## src/hw/rtl/rgd_pkg.sv

```systemverilog
package rgd_pkg;

    localparam int BLOCK_W    = 16;
    localparam int COUNTRY_W  = 4;
    localparam int KIND_W     = 2;
    localparam int NAME_W     = 64;
    localparam int CHUNK_W    = 3;
    localparam int HOURS_W    = 11;
    localparam int MINUTES_W  = 6;
    localparam int TEXT_IDX_W = 6;
    localparam int TEXT_ROWS  = 8;
    localparam int HALF_W     = 32;

    localparam logic [COUNTRY_W-1:0] COUNTRY_RESET = 4'd3;
    localparam logic [NAME_W-1:0]    NAME_RESET    = {8{8'h2D}};

    localparam logic [KIND_W-1:0] KIND_STATUS = 2'd0;
    localparam logic [KIND_W-1:0] KIND_NAME   = 2'd1;
    localparam logic [KIND_W-1:0] KIND_TEXT   = 2'd2;
    localparam logic [KIND_W-1:0] KIND_TIME   = 2'd3;

    localparam logic [3:0] GTYPE_NAME = 4'h0;
    localparam logic [3:0] GTYPE_TEXT = 4'h2;
    localparam logic [3:0] GTYPE_TIME = 4'h4;

    localparam logic [1:0]         NAME_LAST_SEG = 2'd3;
    localparam logic [CHUNK_W-1:0] LAST_CHUNK    = 3'd7;

    // reciprocal of 60 scaled by 2^21, exact for every 16-bit count
    localparam logic [BLOCK_W-1:0] RECIP_60    = 16'h8889;
    localparam int                 RECIP_SHIFT = 21;

    typedef enum logic [2:0] {
        CMD_INVALID,
        CMD_RESET,
        CMD_NAME,
        CMD_TEXT,
        CMD_TIME,
        CMD_OTHER
    } cmd_kind_t;

    typedef enum logic [1:0] {
        ST_IDLE,
        ST_TIME,
        ST_TEXT
    } state_t;

    typedef struct packed {
        cmd_kind_t          kind;
        logic [1:0]         seg;
        logic [3:0]         text_pos;
        logic               ab_flag;
        logic [HALF_W-1:0]  chars;
        logic [BLOCK_W-1:0] minute_count;
    } cmd_t;

endpackage

```

## src/hw/rtl/rgd_group_if.sv

```systemverilog
interface rgd_group_if;
    logic        valid;
    logic        ready;
    logic [15:0] block_a;
    logic [15:0] block_b;
    logic [15:0] block_c;
    logic [15:0] block_d;

    modport source (output valid, output block_a, output block_b, output block_c,
                    output block_d, input ready);
    modport sink (input valid, input block_a, input block_b, input block_c,
                  input block_d, output ready);
endinterface

```

## src/hw/rtl/rgd_result_if.sv

```systemverilog
interface rgd_result_if;
    logic        valid;
    logic        ready;
    logic [1:0]  result_kind;
    logic        group_valid;
    logic [63:0] station_name;
    logic [63:0] text_chars;
    logic [2:0]  chunk_index;
    logic [10:0] hours;
    logic [5:0]  minutes;
    logic        last_of_run;

    modport source (output valid, output result_kind, output group_valid,
                    output station_name, output text_chars, output chunk_index,
                    output hours, output minutes, output last_of_run, input ready);
    modport sink (input valid, input result_kind, input group_valid,
                  input station_name, input text_chars, input chunk_index,
                  input hours, input minutes, input last_of_run, output ready);
endinterface

```

## src/hw/rtl/rgd_queue.sv

```systemverilog
module rgd_queue #(
    parameter int DEPTH = 2
) (
    input  logic          clk,
    input  logic          rst_n,
    input  logic          push,
    input  rgd_pkg::cmd_t push_cmd,
    output logic          full,
    input  logic          pop,
    output logic          head_valid,
    output rgd_pkg::cmd_t head_cmd
);

    localparam int PTR_W = (DEPTH > 1) ? $clog2(DEPTH) : 1;
    localparam int CNT_W = $clog2(DEPTH + 1);

    rgd_pkg::cmd_t    entry_reg [DEPTH];
    logic [PTR_W-1:0] wr_ptr_reg;
    logic [PTR_W-1:0] wr_ptr_next;
    logic [PTR_W-1:0] rd_ptr_reg;
    logic [PTR_W-1:0] rd_ptr_next;
    logic [CNT_W-1:0] count_reg;
    logic [CNT_W-1:0] count_next;

    assign full       = (count_reg == CNT_W'(DEPTH));
    assign head_valid = (count_reg != '0);
    assign head_cmd   = entry_reg[rd_ptr_reg];

    always_comb
    begin
        wr_ptr_next = wr_ptr_reg;
        rd_ptr_next = rd_ptr_reg;
        if (push)
        begin
            wr_ptr_next = (wr_ptr_reg == PTR_W'(DEPTH - 1)) ? '0 : wr_ptr_reg + 1'b1;
        end
        if (pop)
        begin
            rd_ptr_next = (rd_ptr_reg == PTR_W'(DEPTH - 1)) ? '0 : rd_ptr_reg + 1'b1;
        end
        case ({push, pop})
            2'b10:   count_next = count_reg + 1'b1;
            2'b01:   count_next = count_reg - 1'b1;
            default: count_next = count_reg;
        endcase
    end

    always_ff @(posedge clk or negedge rst_n)
    begin
        if (!rst_n)
        begin
            wr_ptr_reg <= '0;
            rd_ptr_reg <= '0;
            count_reg  <= '0;
        end
        else
        begin
            wr_ptr_reg <= wr_ptr_next;
            rd_ptr_reg <= rd_ptr_next;
            count_reg  <= count_next;
        end
    end

    always_ff @(posedge clk)
    begin
        if (push)
        begin
            entry_reg[wr_ptr_reg] <= push_cmd;
        end
    end

endmodule

```

## src/hw/rtl/rgd_front.sv

```systemverilog
module rgd_front (
    input  logic                            clk,
    input  logic                            rst_n,
    rgd_group_if.sink                       grp,
    input  logic                            cfg_we,
    input  logic [rgd_pkg::COUNTRY_W-1:0]   cfg_wdata,
    input  logic                            q_full,
    output logic                            push,
    output rgd_pkg::cmd_t                   cmd
);

    logic [rgd_pkg::COUNTRY_W-1:0] country_reg;
    logic [rgd_pkg::COUNTRY_W-1:0] country_next;
    logic                          version;
    logic                          group_ok;
    logic [15:0]                   hour16;
    logic [15:0]                   off16;
    logic [15:0]                   base16;
    logic [15:0]                   off_min;

    assign grp.ready = !q_full;
    assign push      = grp.valid && !q_full;

    assign country_next = cfg_we ? cfg_wdata : country_reg;

    always_ff @(posedge clk or negedge rst_n)
    begin
        if (!rst_n)
        begin
            country_reg <= rgd_pkg::COUNTRY_RESET;
        end
        else
        begin
            country_reg <= country_next;
        end
    end

    assign version  = grp.block_b[11];
    assign group_ok = (grp.block_a[15:12] == country_reg)
                      && (!version || (grp.block_a == grp.block_c));

    // local minute count, 16-bit wrap
    assign hour16  = 16'({grp.block_c[0], grp.block_d[15:12]});
    assign off16   = 16'(grp.block_d[4:0]);
    assign base16  = 16'(grp.block_d[11:6]) + ((hour16 << 6) - (hour16 << 2));
    assign off_min = (off16 << 5) - (off16 << 1);

    always_comb
    begin
        cmd.seg          = grp.block_b[1:0];
        cmd.text_pos     = grp.block_b[3:0];
        cmd.ab_flag      = grp.block_b[4];
        cmd.chars        = {grp.block_c, grp.block_d};
        cmd.minute_count = grp.block_d[5] ? (base16 - off_min) : (base16 + off_min);
        if (!group_ok)
        begin
            cmd.kind = rgd_pkg::CMD_INVALID;
        end
        else if (grp.block_a == '0)
        begin
            cmd.kind = rgd_pkg::CMD_RESET;
        end
        else if (grp.block_b[15:12] == rgd_pkg::GTYPE_NAME)
        begin
            cmd.kind = rgd_pkg::CMD_NAME;
        end
        else if (version)
        begin
            cmd.kind = rgd_pkg::CMD_OTHER;
        end
        else
        begin
            unique case (grp.block_b[15:12])
                rgd_pkg::GTYPE_TEXT: cmd.kind = rgd_pkg::CMD_TEXT;
                rgd_pkg::GTYPE_TIME: cmd.kind = rgd_pkg::CMD_TIME;
                default:             cmd.kind = rgd_pkg::CMD_OTHER;
            endcase
        end
    end

endmodule

```

## src/hw/rtl/rgd_back.sv

```systemverilog
module rgd_back (
    input  logic          clk,
    input  logic          rst_n,
    input  logic          q_valid,
    input  rgd_pkg::cmd_t q_cmd,
    output logic          pop,
    rgd_result_if.source  res
);

    localparam int ROW_W = $clog2(rgd_pkg::TEXT_ROWS);

    rgd_pkg::state_t state_reg;
    rgd_pkg::state_t state_next;

    logic [rgd_pkg::CHUNK_W-1:0]    cnt_reg;
    logic [rgd_pkg::CHUNK_W-1:0]    cnt_next;
    logic [rgd_pkg::NAME_W-1:0]     name_reg;
    logic [rgd_pkg::NAME_W-1:0]     name_next;
    logic [rgd_pkg::HALF_W-1:0]     text_hi_reg [rgd_pkg::TEXT_ROWS];
    logic [rgd_pkg::HALF_W-1:0]     text_lo_reg [rgd_pkg::TEXT_ROWS];
    logic [rgd_pkg::TEXT_ROWS-1:0]  hi_vld_reg;
    logic [rgd_pkg::TEXT_ROWS-1:0]  hi_vld_next;
    logic [rgd_pkg::TEXT_ROWS-1:0]  lo_vld_reg;
    logic [rgd_pkg::TEXT_ROWS-1:0]  lo_vld_next;
    logic [rgd_pkg::TEXT_IDX_W-1:0] last_idx_reg;
    logic [rgd_pkg::TEXT_IDX_W-1:0] last_idx_next;
    logic                           ab_reg;
    logic                           ab_next;
    logic [15:0]                    minute_reg;
    logic [15:0]                    minute_next;
    logic [31:0]                    prod_reg;

    logic                           res_vld_reg;
    logic                           res_vld_next;
    logic [rgd_pkg::KIND_W-1:0]     kind_reg;
    logic                           gvalid_reg;
    logic [rgd_pkg::NAME_W-1:0]     sname_reg;
    logic [rgd_pkg::NAME_W-1:0]     tchars_reg;
    logic [rgd_pkg::CHUNK_W-1:0]    chunk_reg;
    logic [rgd_pkg::HOURS_W-1:0]    hours_reg;
    logic [rgd_pkg::MINUTES_W-1:0]  minutes_reg;
    logic                           last_reg;

    logic                           can_load;
    logic                           load;
    logic [rgd_pkg::KIND_W-1:0]     ld_kind;
    logic                           ld_gvalid;
    logic [rgd_pkg::NAME_W-1:0]     ld_sname;
    logic [rgd_pkg::NAME_W-1:0]     ld_tchars;
    logic [rgd_pkg::CHUNK_W-1:0]    ld_chunk;
    logic [rgd_pkg::HOURS_W-1:0]    ld_hours;
    logic [rgd_pkg::MINUTES_W-1:0]  ld_minutes;
    logic                           ld_last;

    logic                           do_clear;
    logic                           do_text_wr;
    logic                           text_we_hi;
    logic                           text_we_lo;
    logic [ROW_W-1:0]               wr_row;
    logic                           pub_needed;
    logic [rgd_pkg::NAME_W-1:0]     name_merged;
    logic [rgd_pkg::NAME_W-1:0]     chunk_word;
    logic [15:0]                    q16;
    logic [15:0]                    rem16;

    assign can_load   = !res_vld_reg || res.ready;
    assign pub_needed = ({q_cmd.text_pos, 2'b00} < last_idx_reg);
    assign wr_row     = q_cmd.text_pos[3:1];
    assign text_we_hi = do_text_wr && !q_cmd.text_pos[0];
    assign text_we_lo = do_text_wr && q_cmd.text_pos[0];

    assign chunk_word = {hi_vld_reg[cnt_reg] ? text_hi_reg[cnt_reg] : '0,
                         lo_vld_reg[cnt_reg] ? text_lo_reg[cnt_reg] : '0};

    assign q16   = 16'(prod_reg[rgd_pkg::RECIP_SHIFT +: rgd_pkg::HOURS_W]);
    assign rem16 = q_cmd.minute_count - ((q16 << 6) - (q16 << 2));

    always_comb
    begin
        case (q_cmd.seg)
            2'd0:    name_merged = {q_cmd.chars[15:0], name_reg[47:0]};
            2'd1:    name_merged = {name_reg[63:48], q_cmd.chars[15:0], name_reg[31:0]};
            2'd2:    name_merged = {name_reg[63:32], q_cmd.chars[15:0], name_reg[15:0]};
            default: name_merged = {name_reg[63:16], q_cmd.chars[15:0]};
        endcase
    end

    // next state
    always_comb
    begin
        state_next = state_reg;
        unique case (state_reg)
            rgd_pkg::ST_IDLE:
            begin
                if (q_valid)
                begin
                    if (q_cmd.kind == rgd_pkg::CMD_RESET && can_load)
                    begin
                        state_next = rgd_pkg::ST_TEXT;
                    end
                    else if (q_cmd.kind == rgd_pkg::CMD_TEXT && pub_needed)
                    begin
                        state_next = rgd_pkg::ST_TEXT;
                    end
                    else if (q_cmd.kind == rgd_pkg::CMD_TIME
                             && q_cmd.minute_count != minute_reg)
                    begin
                        state_next = rgd_pkg::ST_TIME;
                    end
                end
            end
            rgd_pkg::ST_TIME:
            begin
                if (can_load)
                begin
                    state_next = rgd_pkg::ST_IDLE;
                end
            end
            rgd_pkg::ST_TEXT:
            begin
                if (can_load && cnt_reg == rgd_pkg::LAST_CHUNK)
                begin
                    state_next = rgd_pkg::ST_IDLE;
                end
            end
            default: state_next = rgd_pkg::ST_IDLE;
        endcase
    end

    // outputs and datapath control
    always_comb
    begin
        pop         = 1'b0;
        load        = 1'b0;
        ld_kind     = rgd_pkg::KIND_STATUS;
        ld_gvalid   = 1'b0;
        ld_sname    = '0;
        ld_tchars   = '0;
        ld_chunk    = '0;
        ld_hours    = '0;
        ld_minutes  = '0;
        ld_last     = 1'b1;
        do_clear    = 1'b0;
        do_text_wr  = 1'b0;
        cnt_next    = cnt_reg;
        name_next   = name_reg;
        minute_next = minute_reg;
        unique case (state_reg)
            rgd_pkg::ST_IDLE:
            begin
                cnt_next = '0;
                if (q_valid)
                begin
                    case (q_cmd.kind)
                        rgd_pkg::CMD_INVALID:
                        begin
                            if (can_load)
                            begin
                                load = 1'b1;
                                pop  = 1'b1;
                            end
                        end
                        rgd_pkg::CMD_RESET:
                        begin
                            if (can_load)
                            begin
                                load      = 1'b1;
                                ld_kind   = rgd_pkg::KIND_NAME;
                                ld_sname  = rgd_pkg::NAME_RESET;
                                ld_last   = 1'b0;
                                do_clear  = 1'b1;
                                name_next = rgd_pkg::NAME_RESET;
                            end
                        end
                        rgd_pkg::CMD_NAME:
                        begin
                            if (can_load)
                            begin
                                load      = 1'b1;
                                pop       = 1'b1;
                                ld_gvalid = 1'b1;
                                name_next = name_merged;
                                if (q_cmd.seg == rgd_pkg::NAME_LAST_SEG)
                                begin
                                    ld_kind  = rgd_pkg::KIND_NAME;
                                    ld_sname = name_merged;
                                end
                            end
                        end
                        rgd_pkg::CMD_TEXT:
                        begin
                            if (!pub_needed && can_load)
                            begin
                                load       = 1'b1;
                                pop        = 1'b1;
                                ld_gvalid  = 1'b1;
                                do_text_wr = 1'b1;
                            end
                        end
                        rgd_pkg::CMD_TIME:
                        begin
                            if (q_cmd.minute_count != minute_reg)
                            begin
                                minute_next = q_cmd.minute_count;
                            end
                            else if (can_load)
                            begin
                                load      = 1'b1;
                                pop       = 1'b1;
                                ld_gvalid = 1'b1;
                            end
                        end
                        default:
                        begin
                            if (can_load)
                            begin
                                load      = 1'b1;
                                pop       = 1'b1;
                                ld_gvalid = 1'b1;
                            end
                        end
                    endcase
                end
            end
            rgd_pkg::ST_TIME:
            begin
                if (can_load)
                begin
                    load       = 1'b1;
                    pop        = 1'b1;
                    ld_kind    = rgd_pkg::KIND_TIME;
                    ld_gvalid  = 1'b1;
                    ld_hours   = q16[rgd_pkg::HOURS_W-1:0];
                    ld_minutes = rem16[rgd_pkg::MINUTES_W-1:0];
                end
            end
            rgd_pkg::ST_TEXT:
            begin
                if (can_load)
                begin
                    load      = 1'b1;
                    ld_kind   = rgd_pkg::KIND_TEXT;
                    ld_gvalid = (q_cmd.kind == rgd_pkg::CMD_TEXT);
                    ld_tchars = chunk_word;
                    ld_chunk  = cnt_reg;
                    ld_last   = (cnt_reg == rgd_pkg::LAST_CHUNK);
                    cnt_next  = cnt_reg + 1'b1;
                    if (cnt_reg == rgd_pkg::LAST_CHUNK)
                    begin
                        pop        = 1'b1;
                        do_text_wr = (q_cmd.kind == rgd_pkg::CMD_TEXT);
                    end
                end
            end
            default: ;
        endcase
    end

    // text store bookkeeping
    always_comb
    begin
        hi_vld_next   = hi_vld_reg;
        lo_vld_next   = lo_vld_reg;
        last_idx_next = last_idx_reg;
        ab_next       = ab_reg;
        if (do_clear)
        begin
            hi_vld_next   = '0;
            lo_vld_next   = '0;
            last_idx_next = '0;
        end
        else if (do_text_wr)
        begin
            // a/b toggle wipes the text before the new characters land
            if (q_cmd.ab_flag != ab_reg)
            begin
                hi_vld_next = '0;
                lo_vld_next = '0;
            end
            if (q_cmd.text_pos[0])
            begin
                lo_vld_next[wr_row] = 1'b1;
            end
            else
            begin
                hi_vld_next[wr_row] = 1'b1;
            end
            last_idx_next = {q_cmd.text_pos, 2'b00};
            ab_next       = q_cmd.ab_flag;
        end
    end

    assign res_vld_next = load ? 1'b1 : (res.ready ? 1'b0 : res_vld_reg);

    always_ff @(posedge clk or negedge rst_n)
    begin
        if (!rst_n)
        begin
            state_reg    <= rgd_pkg::ST_IDLE;
            cnt_reg      <= '0;
            name_reg     <= rgd_pkg::NAME_RESET;
            hi_vld_reg   <= '0;
            lo_vld_reg   <= '0;
            last_idx_reg <= '0;
            ab_reg       <= 1'b0;
            minute_reg   <= '0;
            res_vld_reg  <= 1'b0;
        end
        else
        begin
            state_reg    <= state_next;
            cnt_reg      <= cnt_next;
            name_reg     <= name_next;
            hi_vld_reg   <= hi_vld_next;
            lo_vld_reg   <= lo_vld_next;
            last_idx_reg <= last_idx_next;
            ab_reg       <= ab_next;
            minute_reg   <= minute_next;
            res_vld_reg  <= res_vld_next;
        end
    end

    always_ff @(posedge clk)
    begin
        prod_reg <= {16'b0, q_cmd.minute_count} * {16'b0, rgd_pkg::RECIP_60};
        if (text_we_hi)
        begin
            text_hi_reg[wr_row] <= q_cmd.chars;
        end
        if (text_we_lo)
        begin
            text_lo_reg[wr_row] <= q_cmd.chars;
        end
        if (load)
        begin
            kind_reg    <= ld_kind;
            gvalid_reg  <= ld_gvalid;
            sname_reg   <= ld_sname;
            tchars_reg  <= ld_tchars;
            chunk_reg   <= ld_chunk;
            hours_reg   <= ld_hours;
            minutes_reg <= ld_minutes;
            last_reg    <= ld_last;
        end
    end

    assign res.valid        = res_vld_reg;
    assign res.result_kind  = kind_reg;
    assign res.group_valid  = gvalid_reg;
    assign res.station_name = sname_reg;
    assign res.text_chars   = tchars_reg;
    assign res.chunk_index  = chunk_reg;
    assign res.hours        = hours_reg;
    assign res.minutes      = minutes_reg;
    assign res.last_of_run  = last_reg;

endmodule

```

## src/hw/rtl/rds_group_decoder.sv

```systemverilog
// path: a group is registered in the command queue, then the back unit registers its result
//   beat; a changed time passes through ST_TIME first, a text publication through ST_TEXT
// throughput: the back unit emits at most one beat per cycle; a group yields one beat, a text
//   publication 8 chunk beats, and a block A of zero a name beat and then 8 chunk beats
// the front takes a group every cycle while the command queue has room
// reset: asynchronous, active low; country code 3, name all dashes, text empty, no clear pass
module rds_group_decoder #(
    parameter int QUEUE_DEPTH = 2
) (
    input  logic                          clk,
    input  logic                          rst_n,
    rgd_group_if.sink                     grp,
    rgd_result_if.source                  res,
    input  logic                          cfg_we,
    input  logic [rgd_pkg::COUNTRY_W-1:0] cfg_wdata
);

    rgd_pkg::cmd_t push_cmd;
    rgd_pkg::cmd_t head_cmd;
    logic          push;
    logic          q_full;
    logic          pop;
    logic          head_valid;

    rgd_front u_front (
        .clk       (clk),
        .rst_n     (rst_n),
        .grp       (grp),
        .cfg_we    (cfg_we),
        .cfg_wdata (cfg_wdata),
        .q_full    (q_full),
        .push      (push),
        .cmd       (push_cmd)
    );

    rgd_queue #(
        .DEPTH (QUEUE_DEPTH)
    ) u_queue (
        .clk        (clk),
        .rst_n      (rst_n),
        .push       (push),
        .push_cmd   (push_cmd),
        .full       (q_full),
        .pop        (pop),
        .head_valid (head_valid),
        .head_cmd   (head_cmd)
    );

    rgd_back u_back (
        .clk     (clk),
        .rst_n   (rst_n),
        .q_valid (head_valid),
        .q_cmd   (head_cmd),
        .pop     (pop),
        .res     (res)
    );

endmodule
```

## src/flat_wrapper.sv

```systemverilog
// flat-port wrapper written by rule: the top's interface ports become plain ports
module rds_group_decoder_flat 
#(
    parameter int QUEUE_DEPTH = 2
)
  (clk, rst_n, cfg_we, cfg_wdata, grp_valid, grp_block_a, grp_block_b, grp_block_c, grp_block_d, grp_ready, res_valid, res_result_kind, res_group_valid, res_station_name, res_text_chars, res_chunk_index, res_hours, res_minutes, res_last_of_run, res_ready);
  rgd_group_if grp_i ();
  rgd_result_if res_i ();
  input  logic clk;
  input  logic rst_n;
  input  logic cfg_we;
  input  logic [rgd_pkg::COUNTRY_W-1:0] cfg_wdata;
  input wire logic [$bits(grp_i.valid)-1:0] grp_valid;
  input wire logic [$bits(grp_i.block_a)-1:0] grp_block_a;
  input wire logic [$bits(grp_i.block_b)-1:0] grp_block_b;
  input wire logic [$bits(grp_i.block_c)-1:0] grp_block_c;
  input wire logic [$bits(grp_i.block_d)-1:0] grp_block_d;
  output wire logic [$bits(grp_i.ready)-1:0] grp_ready;
  output wire logic [$bits(res_i.valid)-1:0] res_valid;
  output wire logic [$bits(res_i.result_kind)-1:0] res_result_kind;
  output wire logic [$bits(res_i.group_valid)-1:0] res_group_valid;
  output wire logic [$bits(res_i.station_name)-1:0] res_station_name;
  output wire logic [$bits(res_i.text_chars)-1:0] res_text_chars;
  output wire logic [$bits(res_i.chunk_index)-1:0] res_chunk_index;
  output wire logic [$bits(res_i.hours)-1:0] res_hours;
  output wire logic [$bits(res_i.minutes)-1:0] res_minutes;
  output wire logic [$bits(res_i.last_of_run)-1:0] res_last_of_run;
  input wire logic [$bits(res_i.ready)-1:0] res_ready;
  assign grp_i.valid = grp_valid;
  assign grp_i.block_a = grp_block_a;
  assign grp_i.block_b = grp_block_b;
  assign grp_i.block_c = grp_block_c;
  assign grp_i.block_d = grp_block_d;
  assign grp_ready = grp_i.ready;
  assign res_valid = res_i.valid;
  assign res_result_kind = res_i.result_kind;
  assign res_group_valid = res_i.group_valid;
  assign res_station_name = res_i.station_name;
  assign res_text_chars = res_i.text_chars;
  assign res_chunk_index = res_i.chunk_index;
  assign res_hours = res_i.hours;
  assign res_minutes = res_i.minutes;
  assign res_last_of_run = res_i.last_of_run;
  assign res_i.ready = res_ready;
  rds_group_decoder #(.QUEUE_DEPTH(QUEUE_DEPTH)) u_core (.clk(clk), .rst_n(rst_n), .grp(grp_i), .res(res_i), .cfg_we(cfg_we), .cfg_wdata(cfg_wdata));
endmodule
```

## config.mk

```make
export PLATFORM = sky130hd
export DESIGN_NAME = rds_group_decoder_flat
export DESIGN_NICKNAME = d
export VERILOG_FILES = /design/src/hw/rtl/rgd_pkg.sv /design/src/hw/rtl/rgd_group_if.sv /design/src/hw/rtl/rgd_result_if.sv /design/src/hw/rtl/rgd_queue.sv /design/src/hw/rtl/rgd_front.sv /design/src/hw/rtl/rgd_back.sv /design/src/hw/rtl/rds_group_decoder.sv /design/src/flat_wrapper.sv
export SDC_FILE = /design/constraint.sdc
export NUM_CORES = 1
export LEC_CHECK = 0
export BUFFER_PORTS_ARGS = -buffer_cell sky130_fd_sc_hd__clkbuf_2
export CORE_UTILIZATION = 55
export DETAILED_ROUTE_END_ITERATION = 12
export PLACE_DENSITY_LB_ADDON = 0.15
export SETUP_SLACK_MARGIN = 0.1
export SLEW_MARGIN = 20
export SYNTH_ARGS = -nofsm -noshare
export SYNTH_HDL_FRONTEND = slang
export SYNTH_SLANG_ARGS = --single-unit
```

## constraint.sdc

```tcl
create_clock -name clk -period 12.5 [get_ports clk]
set_input_delay 1.25 -clock clk [delete_from_list [all_inputs] [get_ports clk]]
set_output_delay 1.25 -clock clk [all_outputs]
set_load 0.01 [all_outputs]
```

==> results.cfg <==
[yosys]
synth_edf_count = 770
ys_top_cells_by_count = edfxtp_1 (770), nor2_1 (152), mux4_2 (132), ha_1 (128), o21ai_0 (119)
synth.avg_cell_area_sq_um = 16.5
syn-instance-count = 2271
yosysUniqueCellTypes = 72
ys_async_sr_fraction = 0.110
syn_area_sq_um = 37400
synth_ff_type = edfxtp_1
yosysSeqAreaShare = 0.689
yosysMostFrequentCell = edfxtp_1
ys_seq_elements = 878
ys_warn_count = 0
yosysTopAreaCell = edfxtp_1
syn-num-nets = 2492
yosysTopAreaCellShare = 0.618
synth.area.top_cells = edfxtp_1 (62%), mux4_2 (7.9%), dfrtp_1 (4.7%), ha_1 (4.3%), mux2i_1 (2.3%)

[global_route]
gr-total-overflow = 0
antenna_found_initial = 0
grt_max_degree = 98
grt_pass1_wl_mm = 123
grt_pass1_vias = 20500
globalRouteTotalUtil = 0.238

[layout]
nets = 2743
drive_gt1_frac = 0.244
final_area_sq_um = 42600
area_growth_pct = 13.8
fin_util = 0.633

[timing]
finalSetupViolCount = 0
tightest_slew_ps = 1130
fmax_mhz = 172
slew_headroom = 0.223
finalWorstPathRequiredPeriod_ps = 5800
rsz0062_at_grt = no
hold_violations = 0
min_period_over_period = 0.464
finClkSkew_ps = 32.2
postLayoutSetupSlackWorst_ps = 6700
finalSetupTns_ps = 0
slew_violations = 0

[min_path]
hp-start = u_core.u_back.name_reg[60]$_DFFE_PN0P_
whs_endpoint = u_core.u_back.name_reg[60]$_DFFE_PN0P_
min_path_type = reg -> reg
hold_depth = 2

[floorplan]
num_rows = 95
die_width_microns = 263
initial_core_util = 0.556
die_height_microns = 263
top_level_ports = 227
design.core.area_sq_um = 67300
die-area_sq_um = 69100

[worst_setup_path]
r2r_start = u_core.u_queue.rd_ptr_reg$_DFFE_PN0P_
cp.arrival_ps = 6290
startpoint_type = register
ff2ff_setup_slack_ps = 6700
endpoint_kind = register
critPathRequiredTime_ps = 12990
path_max_fanout = 17
critPathKind = reg -> reg
worstReg2RegEnd = u_core.u_back.prod_reg[31]$_DFF_P_
worst-r2r-cell-count = 17

[drt]
routed_wirelength_mm = 81.4
route.detailed.drc = 0
viasPerCell = 5.92
firstDrtPassIters = 5
wl_per_cell_microns = 23.5
ant_nets = 0
drtIter0Drc = 1630
vias = 20500

[clock_tree]
cts-root-buf = clkbuf_16
tritoncts = built
clk_latency_ps = 640
cts_sinks = 878
cts.path.max_buffers = 3
postCtsHoldBufs = 0
ctsResizeCount = 0
cts_setup_buffers = 0
clk_pin_slew_ps = 60
h-tree-depth = 3
cts_buffers = 87

[run_status]
status = complete, no violations

[flow_run]
drv_cap = 0

[placed_design]
dp_hpwl_mm = 50.1
port_buffers = 220
placed_cell_area_sq_um = 39700
post-place-ws_ps = 6800
gp_congestion = 0.878

[power]
power_density_nw_per_um2 = 274
leakage_nw = 15.5
power_mw = 11.7
max-vdd-ir-drop_mv = 0.645
==> critical path, cell delays in order, from the launching register on <==
cell and delay [ps]:
dfrtp_4 630, mux2i_4 470, inv_1 390, ha_1 360, inv_1 90, fa_1 490, fa_1 550, inv_1 40
ha_1 290, ha_1 300, ha_1 310, a21o_1 180, a211oi_1 200, o21ai_0 200, a2111oi_0 420, a21oi_1 230
nor4bb_1 180, or3_1 300
==> report_power, final <==
group          internal, mW  switching, mW
combinational          1.84           2.85
sequential             4.10          0.273
clock                  1.52           1.09
==> cells by family (layout without fill, tap and decap cells) <==
group	after synthesis	after routing	synth area share
other cells	0	1	0
simple gates	446	446	0.0560
compound gates	250	250	0.0410
xor+xnor	93	93	0.0218
fa+ha+maj	148	148	0.0535
buf+inv	191	512	0.0204
flops	878	878	0.689
mux	265	265	0.118
==> layer usage <==
layer / track usage / wire (microns)
met1: 0.329 / 33900
met2: 0.400 / 41300
met3: 0.0293 / 4520
met4: 0.0673 / 1720
met5: 0 / 0
==> stage by stage <==
step	hold slack [ps]	cells
after global routing	513	3465
after CTS	495	3465
final	487	3466
after detailed placement	482	3306
after global placement	474	3306
after floorplan	460	2271
==> how the worst max path moves through the flow <==
stage,from,depth (start not counted),endpoint
2_1_floorplan,u_core.u_queue.rd_ptr_reg$_DFFE_PN0P_,12,u_core.u_back.res.chunk_index[0]$_SDFFCE_PN0P_
3_3_place_gp,u_core.u_queue.rd_ptr_reg$_DFFE_PN0P_,17,u_core.u_back.prod_reg[31]$_DFF_P_
3_5_place_dp,u_core.u_queue.rd_ptr_reg$_DFFE_PN0P_,17,u_core.u_back.prod_reg[31]$_DFF_P_
4_1_cts,u_core.u_queue.rd_ptr_reg$_DFFE_PN0P_,17,u_core.u_back.prod_reg[31]$_DFF_P_
5_1_grt,u_core.u_queue.rd_ptr_reg$_DFFE_PN0P_,17,u_core.u_back.prod_reg[31]$_DFF_P_
6_report,u_core.u_queue.rd_ptr_reg$_DFFE_PN0P_,17,u_core.u_back.prod_reg[31]$_DFF_P_
==> final cells by class <==
class | instances | area [sq um]
Clock buffer | 106 | 2290
Tap cell | 873 | 1090
Multi-Input combinational cell | 1202 | 11000
Clock inverter | 53 | 574
Fill cell | 4812 | 24700
Timing Repair Buffer | 262 | 1430
Sequential cell | 878 | 25800
Antenna cell | 1 | 2.50
Inverter | 91 | 342
==> cells in the final DEF, fill, tap and decap left out, drive strengths merged, types with 38 or more instances in the layout <==
master / count
clkbuf: 325
nor2: 152
clkinv: 38
nand2: 118
mux4: 132
xnor2: 54
mux2: 42
xor2: 39
o21ai: 121
inv: 95
ha: 128
edfxtp: 770
a21oi: 46
dfrtp: 71
and3: 40
nand3: 40
mux2i: 91
buf: 43
No activity file was read; power rests on OpenSTA's default activity.
